<file path="src/design/fsp_pkg.sv">
// ----------------------------------------------------------------------------
// fsp_pkg: shared types and constants of the format specification parser
// Character codes, the parse phase encoding, the flag word and the result word.
// ----------------------------------------------------------------------------
package fsp_pkg;

    // characters recognized by the parser
    localparam logic [7:0] CH_HASH  = 8'h23;
    localparam logic [7:0] CH_MINUS = 8'h2D;
    localparam logic [7:0] CH_SPACE = 8'h20;
    localparam logic [7:0] CH_PLUS  = 8'h2B;
    localparam logic [7:0] CH_ZERO  = 8'h30;
    localparam logic [7:0] CH_NINE  = 8'h39;
    localparam logic [7:0] CH_STAR  = 8'h2A;
    localparam logic [7:0] CH_DOT   = 8'h2E;
    localparam logic [7:0] CH_H     = 8'h68;
    localparam logic [7:0] CH_L     = 8'h6C;
    localparam logic [7:0] CH_J     = 8'h6A;
    localparam logic [7:0] CH_Z     = 8'h7A;
    localparam logic [7:0] CH_T     = 8'h74;
    localparam logic [7:0] CH_BIG_L = 8'h4C;

    // sign mode codes
    localparam logic [1:0] SIGN_NONE  = 2'd0;
    localparam logic [1:0] SIGN_SPACE = 2'd1;
    localparam logic [1:0] SIGN_PLUS  = 2'd2;

    // length modifier codes
    localparam logic [3:0] LEN_NONE = 4'd0;
    localparam logic [3:0] LEN_HH   = 4'd1;
    localparam logic [3:0] LEN_H    = 4'd2;
    localparam logic [3:0] LEN_L    = 4'd3;
    localparam logic [3:0] LEN_LL   = 4'd4;
    localparam logic [3:0] LEN_J    = 4'd5;
    localparam logic [3:0] LEN_Z    = 4'd6;
    localparam logic [3:0] LEN_T    = 4'd7;
    localparam logic [3:0] LEN_BIGL = 4'd8;

    // parse phase, one-hot
    typedef enum logic [6:0] {
        PH_FLAGS    = 7'b0000001,
        PH_WIDTH    = 7'b0000010,
        PH_AFTER_W  = 7'b0000100,
        PH_PREC     = 7'b0001000,
        PH_AFTER_P  = 7'b0010000,
        PH_LEN_PEND = 7'b0100000,
        PH_LEN_DONE = 7'b1000000
    } phase_t;

    typedef struct packed {
        logic       hash;
        logic [1:0] sign;
        logic       left;
        logic       zero;
    } spec_flags_t;

    typedef struct packed {
        logic        alternate_form;
        logic [1:0]  sign_mode;
        logic        left_align;
        logic        zero_pad;
        logic [15:0] field_width;
        logic        precision_given;
        logic [15:0] precision_value;
        logic [3:0]  length_code;
        logic [7:0]  conversion;
    } spec_result_t;

endpackage

</file>
<file path="src/design/fsp_step.sv">
// ----------------------------------------------------------------------------
// fsp_step: next-state logic of the format specification parser
// Classifies one character against the current phase, updates flags, width,
// precision and length, and builds the result word on the conversion character.
// ----------------------------------------------------------------------------
module fsp_step
    import fsp_pkg::*;
#(
    parameter int NUM_BITS = 16
) (
    input  phase_t               phase_i,
    input  spec_flags_t          flags_i,
    input  logic [NUM_BITS-1:0]  width_acc_i,
    input  logic [NUM_BITS-1:0]  prec_acc_i,
    input  logic                 prec_seen_i,
    input  logic [3:0]           len_i,
    input  logic [7:0]           character,
    input  logic signed [31:0]   star_value,
    output phase_t               phase_next,
    output spec_flags_t          flags_next,
    output logic [NUM_BITS-1:0]  width_acc_next,
    output logic [NUM_BITS-1:0]  prec_acc_next,
    output logic                 prec_seen_next,
    output logic [3:0]           len_next,
    output logic                 emit,
    output spec_result_t         result
);

    localparam logic [NUM_BITS-1:0] ACC_MAX   = {NUM_BITS{1'b1}};
    localparam logic [31:0]         ACC_MAX32 = 32'(ACC_MAX);

    // value*10 + digit, saturating
    function automatic logic [NUM_BITS-1:0] acc_digit(
        input logic [NUM_BITS-1:0] v,
        input logic [3:0]          d
    );
        logic [NUM_BITS+3:0] ext;
        logic [NUM_BITS+3:0] sum;
        ext = {4'b0000, v};
        sum = (ext << 3) + (ext << 1) + {{NUM_BITS{1'b0}}, d};
        if (sum[NUM_BITS+3:NUM_BITS] != 4'b0000) begin
            acc_digit = ACC_MAX;
        end else begin
            acc_digit = sum[NUM_BITS-1:0];
        end
    endfunction

    logic                is_digit;
    logic                is_flag;
    logic                in_width_grp;
    logic                in_dot_grp;
    logic                in_len_grp;
    logic                star_neg;
    logic [NUM_BITS-1:0] star_mag;
    logic [NUM_BITS-1:0] digit_w;
    logic [NUM_BITS-1:0] digit_p;
    logic [31:0]         width_ext;
    logic [31:0]         prec_ext;
    logic [3:0]          len_one;
    logic                len_pend_one;
    logic                is_len_one;

    // character classes and phase groups
    assign is_digit     = (character >= CH_ZERO) && (character <= CH_NINE);
    assign is_flag      = (character == CH_HASH) || (character == CH_SPACE) ||
                          (character == CH_PLUS) || (character == CH_MINUS) ||
                          (character == CH_ZERO);
    assign in_width_grp = (phase_i == PH_FLAGS) || (phase_i == PH_WIDTH);
    assign in_dot_grp   = in_width_grp || (phase_i == PH_AFTER_W);
    assign in_len_grp   = in_dot_grp || (phase_i == PH_PREC) || (phase_i == PH_AFTER_P);

    // star argument magnitude, negative gives zero
    assign star_neg = star_value[31];
    always_comb begin
        if (star_neg) begin
            star_mag = '0;
        end else if ($unsigned(star_value) > ACC_MAX32) begin
            star_mag = ACC_MAX;
        end else begin
            star_mag = star_value[NUM_BITS-1:0];
        end
    end

    assign digit_w = acc_digit(width_acc_i, character[3:0]);
    assign digit_p = acc_digit(prec_acc_i, character[3:0]);

    // first length letter
    always_comb begin
        is_len_one   = 1'b1;
        len_pend_one = 1'b0;
        len_one      = LEN_NONE;
        case (character)
            CH_H: begin
                len_one      = LEN_H;
                len_pend_one = 1'b1;
            end
            CH_L: begin
                len_one      = LEN_L;
                len_pend_one = 1'b1;
            end
            CH_J:     len_one = LEN_J;
            CH_Z:     len_one = LEN_Z;
            CH_T:     len_one = LEN_T;
            CH_BIG_L: len_one = LEN_BIGL;
            default:  is_len_one = 1'b0;
        endcase
    end

    // phase step
    always_comb begin
        phase_next     = phase_i;
        flags_next     = flags_i;
        width_acc_next = width_acc_i;
        prec_acc_next  = prec_acc_i;
        prec_seen_next = prec_seen_i;
        len_next       = len_i;
        emit           = 1'b0;
        if ((phase_i == PH_FLAGS) && is_flag) begin
            case (character)
                CH_HASH:  flags_next.hash = 1'b1;
                CH_SPACE: flags_next.sign = SIGN_SPACE;
                CH_PLUS:  flags_next.sign = SIGN_PLUS;
                CH_MINUS: begin
                    flags_next.left = 1'b1;
                    flags_next.zero = 1'b0;
                end
                default:  flags_next.zero = !flags_i.left;
            endcase
        end else if (in_width_grp && is_digit) begin
            width_acc_next = digit_w;
            phase_next     = PH_WIDTH;
        end else if (in_width_grp && (character == CH_STAR)) begin
            width_acc_next = star_mag;
            phase_next     = PH_AFTER_W;
        end else if (in_dot_grp && (character == CH_DOT)) begin
            prec_seen_next = 1'b1;
            prec_acc_next  = '0;
            phase_next     = PH_PREC;
        end else if ((phase_i == PH_PREC) && is_digit) begin
            prec_acc_next = digit_p;
        end else if ((phase_i == PH_PREC) && (character == CH_STAR)) begin
            prec_acc_next = star_mag;
            if (star_neg) begin
                prec_seen_next = 1'b0;
            end
            phase_next = PH_AFTER_P;
        end else if (in_len_grp && is_len_one) begin
            len_next   = len_one;
            phase_next = len_pend_one ? PH_LEN_PEND : PH_LEN_DONE;
        end else if ((phase_i == PH_LEN_PEND) &&
                     (((character == CH_H) && (len_i == LEN_H)) ||
                      ((character == CH_L) && (len_i == LEN_L)))) begin
            len_next   = (character == CH_H) ? LEN_HH : LEN_LL;
            phase_next = PH_LEN_DONE;
        end else begin
            // conversion character: emit and start over
            emit           = 1'b1;
            phase_next     = PH_FLAGS;
            flags_next     = '{hash: 1'b0, sign: SIGN_NONE, left: 1'b0, zero: 1'b0};
            width_acc_next = '0;
            prec_acc_next  = '0;
            prec_seen_next = 1'b0;
            len_next       = LEN_NONE;
        end
    end

    // result word from the state before this character
    assign width_ext = 32'(width_acc_i);
    assign prec_ext  = 32'(prec_acc_i);

    always_comb begin
        result.alternate_form  = flags_i.hash;
        result.sign_mode       = flags_i.sign;
        result.left_align      = flags_i.left;
        result.zero_pad        = flags_i.zero;
        result.field_width     = width_ext[15:0];
        result.precision_given = prec_seen_i;
        result.precision_value = prec_seen_i ? prec_ext[15:0] : 16'd0;
        result.length_code     = len_i;
        result.conversion      = character;
    end

endmodule

</file>
<file path="src/design/format_spec_parser_top.sv">
// ----------------------------------------------------------------------------
// format_spec_parser_top: printf-style conversion specification parser
// Takes the characters after a percent sign one word at a time and emits the
// parsed specification when the conversion character arrives.
// ----------------------------------------------------------------------------
// path: an accepted word goes through the input register, then the result
//   register raises m_valid
// throughput: one word per cycle; the input stalls only when a conversion word
//   meets a result register that is full and not being taken
// reset: synchronous active-low aresetn empties both registers and returns the
//   parser to the flags phase with all flags, width, precision and length cleared
module format_spec_parser_top
    import fsp_pkg::*;
#(
    parameter int NUM_BITS = 16
) (
    input  logic               aclk,
    input  logic               aresetn,
    input  logic               s_valid,
    output logic               s_ready,
    input  logic [7:0]         s_character,
    input  logic signed [31:0] s_star_value,
    output logic               m_valid,
    input  logic               m_ready,
    output logic               m_alternate_form,
    output logic [1:0]         m_sign_mode,
    output logic               m_left_align,
    output logic               m_zero_pad,
    output logic [15:0]        m_field_width,
    output logic               m_precision_given,
    output logic [15:0]        m_precision_value,
    output logic [3:0]         m_length_code,
    output logic [7:0]         m_conversion
);

    logic               in_valid_reg;
    logic [7:0]         char_reg;
    logic signed [31:0] star_reg;

    phase_t              phase_reg;
    spec_flags_t         flags_reg;
    logic [NUM_BITS-1:0] width_acc_reg;
    logic [NUM_BITS-1:0] prec_acc_reg;
    logic                prec_seen_reg;
    logic [3:0]          len_reg;

    phase_t              phase_next;
    spec_flags_t         flags_next;
    logic [NUM_BITS-1:0] width_acc_next;
    logic [NUM_BITS-1:0] prec_acc_next;
    logic                prec_seen_next;
    logic [3:0]          len_next;
    logic                step_emit;
    spec_result_t        step_result;

    logic                m_valid_reg;
    spec_result_t        result_reg;
    logic                advance;

    fsp_step #(
        .NUM_BITS(NUM_BITS)
    ) u_step (
        .phase_i        (phase_reg),
        .flags_i        (flags_reg),
        .width_acc_i    (width_acc_reg),
        .prec_acc_i     (prec_acc_reg),
        .prec_seen_i    (prec_seen_reg),
        .len_i          (len_reg),
        .character      (char_reg),
        .star_value     (star_reg),
        .phase_next     (phase_next),
        .flags_next     (flags_next),
        .width_acc_next (width_acc_next),
        .prec_acc_next  (prec_acc_next),
        .prec_seen_next (prec_seen_next),
        .len_next       (len_next),
        .emit           (step_emit),
        .result         (step_result)
    );

    // a held word moves on unless it emits into a full, untaken result register
    assign advance = in_valid_reg && (!step_emit || !m_valid_reg || m_ready);
    assign s_ready = !in_valid_reg || advance;

    // input register
    always_ff @(posedge aclk) begin
        if (!aresetn) begin
            in_valid_reg <= 1'b0;
        end else if (s_valid && s_ready) begin
            in_valid_reg <= 1'b1;
        end else if (advance) begin
            in_valid_reg <= 1'b0;
        end
    end

    always_ff @(posedge aclk) begin
        if (s_valid && s_ready) begin
            char_reg <= s_character;
            star_reg <= s_star_value;
        end
    end

    // parser state
    always_ff @(posedge aclk) begin
        if (!aresetn) begin
            phase_reg     <= PH_FLAGS;
            flags_reg     <= '{hash: 1'b0, sign: SIGN_NONE, left: 1'b0, zero: 1'b0};
            width_acc_reg <= '0;
            prec_acc_reg  <= '0;
            prec_seen_reg <= 1'b0;
            len_reg       <= LEN_NONE;
        end else if (advance) begin
            phase_reg     <= phase_next;
            flags_reg     <= flags_next;
            width_acc_reg <= width_acc_next;
            prec_acc_reg  <= prec_acc_next;
            prec_seen_reg <= prec_seen_next;
            len_reg       <= len_next;
        end
    end

    // result register
    always_ff @(posedge aclk) begin
        if (!aresetn) begin
            m_valid_reg <= 1'b0;
        end else if (advance && step_emit) begin
            m_valid_reg <= 1'b1;
        end else if (m_ready) begin
            m_valid_reg <= 1'b0;
        end
    end

    always_ff @(posedge aclk) begin
        if (advance && step_emit) begin
            result_reg <= step_result;
        end
    end

    assign m_valid           = m_valid_reg;
    assign m_alternate_form  = result_reg.alternate_form;
    assign m_sign_mode       = result_reg.sign_mode;
    assign m_left_align      = result_reg.left_align;
    assign m_zero_pad        = result_reg.zero_pad;
    assign m_field_width     = result_reg.field_width;
    assign m_precision_given = result_reg.precision_given;
    assign m_precision_value = result_reg.precision_value;
    assign m_length_code     = result_reg.length_code;
    assign m_conversion      = result_reg.conversion;

    // checks
    a_restart_after_emit: assert property (@(posedge aclk) disable iff (!aresetn)
        advance && step_emit |=> phase_reg == PH_FLAGS && len_reg == LEN_NONE)
        else $error("parser did not restart after a conversion word");

    a_no_overwrite: assert property (@(posedge aclk) disable iff (!aresetn)
        m_valid_reg && !m_ready |-> !(advance && step_emit))
        else $error("pending result overwritten");

    a_left_excludes_zero: assert property (@(posedge aclk) disable iff (!aresetn)
        !(flags_reg.left && flags_reg.zero))
        else $error("zero padding set while left aligned");

    a_prec_clear: assert property (@(posedge aclk) disable iff (!aresetn)
        !prec_seen_reg |-> prec_acc_reg == '0)
        else $error("precision value held without precision");

endmodule

</file>
<file path="config.mk">
export PLATFORM = sky130hd
export DESIGN_NAME = format_spec_parser_top
export DESIGN_NICKNAME = d
export VERILOG_FILES = /design/src/design/fsp_pkg.sv /design/src/design/fsp_step.sv /design/src/design/format_spec_parser_top.sv
export SDC_FILE = /design/constraint.sdc
export NUM_CORES = 1
export LEC_CHECK = 0
export ABC_CLOCK_PERIOD_IN_PS = 11900
export BUFFER_PORTS_ARGS = -buffer_cell sky130_fd_sc_hd__clkbuf_2
export CAP_MARGIN = 5
export CORE_AREA = 4 4 146 148
export CTS_BUF_LIST = sky130_fd_sc_hd__clkbuf_4 sky130_fd_sc_hd__clkbuf_8
export DETAILED_ROUTE_END_ITERATION = 16
export DIE_AREA = 0 0 150 152
export GPL_TIMING_DRIVEN = 0
export PLACE_DENSITY = 0.7
export SLEW_MARGIN = 20
export SYNTH_ARGS = -nofsm -noshare
export SYNTH_HDL_FRONTEND = slang
export SYNTH_SLANG_ARGS = --single-unit
</file>
<file path="constraint.sdc">
create_clock -name aclk -period 11.9 [get_ports aclk]
set_input_delay 2.38 -clock aclk [delete_from_list [all_inputs] [get_ports aclk]]
set_output_delay 2.38 -clock aclk [all_outputs]
set_load 0.05 [all_outputs]
</file>
==> impl_metrics.toml <==
[finish]
fin_util = 0.462
area_growth_pct = 16.6
drive_above_1_share = 0.173
diodes = 0
n_fill_cell = 1941
final_cells = 1178
largest_reg_flops = 32
nNetsFinal = 1005

[routing]
ant_nets = 0
viasPerCell = 5.40
drt_wl_total_mm = 19.8
drc = 0
via_count = 6361
wl_per_cell_um = 16.8
drtPass1Iterations = 4
drtIter0Drc = 392

[logic_synthesis]
synth_cell_types = 72
ys_seq_area_frac = 0.469
avgSynthCellArea_um2 = 10.2
synth_edf_count = 90
ys.warnings.count = 0
synthCells = 779
yosys_most_used_dff = "edfxtp_1"
postSynth.asyncResetShare = 0
syn_nets = 889
syn_area_mm2 = 0.00794
synth.ff_latch_count = 141

[floorplanning]
die_area_mm2 = 0.0228
pin_count = 96
initial_core_util = 0.396
rows = 52
die-width_um = 150
fp.dieH_um = 152
core_area_mm2 = 0.0200

[clocking]
cts.clk_slew.worst_paths_ns = 0.08
cts.htree.levels = 4
clockBufferDepth = 2
cts_tree = "yes"
worstSkewPairLatency_ns = 0.44
root_buffer = "clkbuf_8"
post_cts_resized = 0
cts.sinks = 141
postCtsSetupBuffers = 0
cts_inserted_buffers = 17
cts_hold_buf = 0

[grt]
grt_max_degree = 31
grt_usage = 0.177
antenna_found_initial = 0
grt_pass1_wl_mm = 32.4
grt_overflow_total = 0
grt_pass1_vias = 6229

[worst_hold_path]
whs_endpoint = "m_sign_mode[1]"
hp-start = "flags_reg[3]"
hold_path.class = "flop to flop"
worstHoldPathCells = 0

[placed_design]
io_buffers = 95
dp.cells = 1146
gp_congestion = 0.950
hpwl_mm = 15.0
post-place-ws_ns = 6.09

[sta]
rsz0062_at_grt = "false"
period_minus_slack_ns = 5.77
finalCritPeriodShare = 0.485
fin_worst_skew_ns = 0.0166
drv_slew = 0
fin_ws_ns = 6.13
fmax_mhz = 173
setup_tns_ns = 0
setup_violations = 0
finalHoldViolCount = 0
tightest_slew_ns = 0.777
holdWs_ns = 0.441
max-slew-margin-rel = 0.475

[setup_path]
reg2reg_depth = 14
r2r_setup_slack_ns = 7.60
rr_endpoint = "prec_acc_reg[0]"
required_ns = 9.52
timing.rr.start = "char_reg[3]"
cp_max_fo = 7
critPathLaunchType = "input pin"
crit_type = "input pin to output pin"
arrival_ns = 3.39
crit_start = "m_ready"
crit_path_end_kind = "output pin"

[power]
p_per_area_mw_per_mm2 = 118
p_leak_nw = 3.87
ir_drop_uv = 65.6

[run]
drv_cap = 0

[run_status]
outcome = "finished clean"
-- power by group --
part	internal [W]	switching, W
Sequential	0.000539	0.0000102
Combinational	0.0000293	0.0000707
Clock	0.000256	0.000185
Total	0.000824	0.000266
-- area by class of cell --
cell class | instances | area [um2] | area share
multi-input cells | 588 | 4020 | 0.435
repair buffers | 97 | 515 | 0.0557
clock buffers | 20 | 256 | 0.0277
flip-flops and latches | 141 | 3720 | 0.403
well taps | 270 | 338 | 0.0365
plain buffers | 28 | 115 | 0.0124
clock inverters | 12 | 196 | 0.0212
inverters | 22 | 82.6 | 0.00893
-- cells in the mapped netlist (4+ instances only) --
| cell | n | area [um2] |
|---|---|---|
| a21oi_1 | 30 | 150 |
| or3_1 | 10 | 62.6 |
| buf_2 | 8 | 40.0 |
| xor2_1 | 15 | 131 |
| o21bai_1 | 5 | 37.5 |
| nor3_1 | 33 | 165 |
| xnor2_1 | 11 | 96.3 |
| and2_0 | 11 | 68.8 |
| mux2i_1 | 5 | 50.1 |
| o211ai_1 | 16 | 120 |
| nand3_1 | 30 | 150 |
| nor4_1 | 10 | 62.6 |
| dfxtp_1 | 51 | 1020 |
| a21boi_0 | 4 | 30.0 |
| fa_1 | 4 | 80.1 |
| o21a_1 | 5 | 37.5 |
| o21ai_1 | 33 | 165 |
| o21ai_0 | 41 | 205 |
| a22oi_1 | 6 | 45.0 |
| and2_1 | 35 | 219 |
| a21o_1 | 13 | 97.6 |
| nand2_1 | 37 | 139 |
| nand2b_1 | 9 | 56.3 |
| nor3b_1 | 5 | 37.5 |
| ha_1 | 62 | 776 |
| nand4_1 | 5 | 31.3 |
| clkbuf_1 | 20 | 75.1 |
| nor2b_1 | 10 | 62.6 |
| nor2_1 | 71 | 267 |
| a211oi_1 | 9 | 67.6 |
| inv_1 | 22 | 82.6 |
| edfxtp_1 | 90 | 2700 |
-- worst max-delay path by stage --
stage | depth (start not counted) | slack [ns] | endpoint
final | 5 | 6.13 | s_ready
after global routing | 10 | 5.85 | s_ready
after CTS | 5 | 6.10 | s_ready
after detailed placement | 5 | 6.09 | s_ready
after global placement | 4 | 5.76 | star_reg[16]
after floorplan | 3 | 6.49 | s_ready
-- cells by family after synthesis --
logic type / Yosys count / synth area share
AND/OR/NAND/NOR: 287 / 0.191
AO/OA/AOI/OAI: 201 / 0.168
flip-flops: 141 / 0.469
adder cells (fa/ha/maj): 66 / 0.108
buffers and inverters: 50 / 0.0249
XOR/XNOR: 26 / 0.0287
multiplexers: 8 / 0.0106
-- cells in the final DEF (no fill, tap or decap), drive strengths merged, types with 6 or more instances in the layout --
cell type  Yosys  routed
dfxtp         51      51
nand2         37      37
nor4          12      12
nor3b          6       6
a21o          13      13
a21oi         31      31
o21ai         75      75
nor2b         10      10
nand3         30      30
clkinv         0       7
or3           10      10
nor2          71      71
xnor2         11      11
and2          46      46
buf            8      10
ha            62      62
a211oi         9       9
nor3          34      34
xor2          15      15
o211ai        16      16
clkbuf        20     135
edfxtp        90      90
inv           22      22
nand2b         9       9
a22oi          6       6
-- routing by layer --
metal / GRT usage / part of all wire / up-vias
met3: 0.0432 / 0.053 / 26
met5: 0 / 0 / -
li1: - / - / 3148
met4: 0.0584 / 0.021 / 0
met1: 0.230 / 0.45 / 3017
met2: 0.290 / 0.48 / 170
-- critical path, stage by stage --
cell and delay [ns]:
clkbuf_2 0.07, nand2b_1 0.27, nor2_1 0.32, inv_1 0.09, clkbuf_2 0.24
-- stage by stage --
stage / power [W] / instance area [um2]
3_5_place_dp: 0.000660 / 8800
6_report: 0.00109 / 9250
2_1_floorplan: 0.000627 / 7940
3_3_place_gp: 0.000659 / 8750
4_1_cts: 0.00110 / 9250
5_1_grt: 0.00114 / 9250
Note: power is estimated with default switching activity, not from simulation.
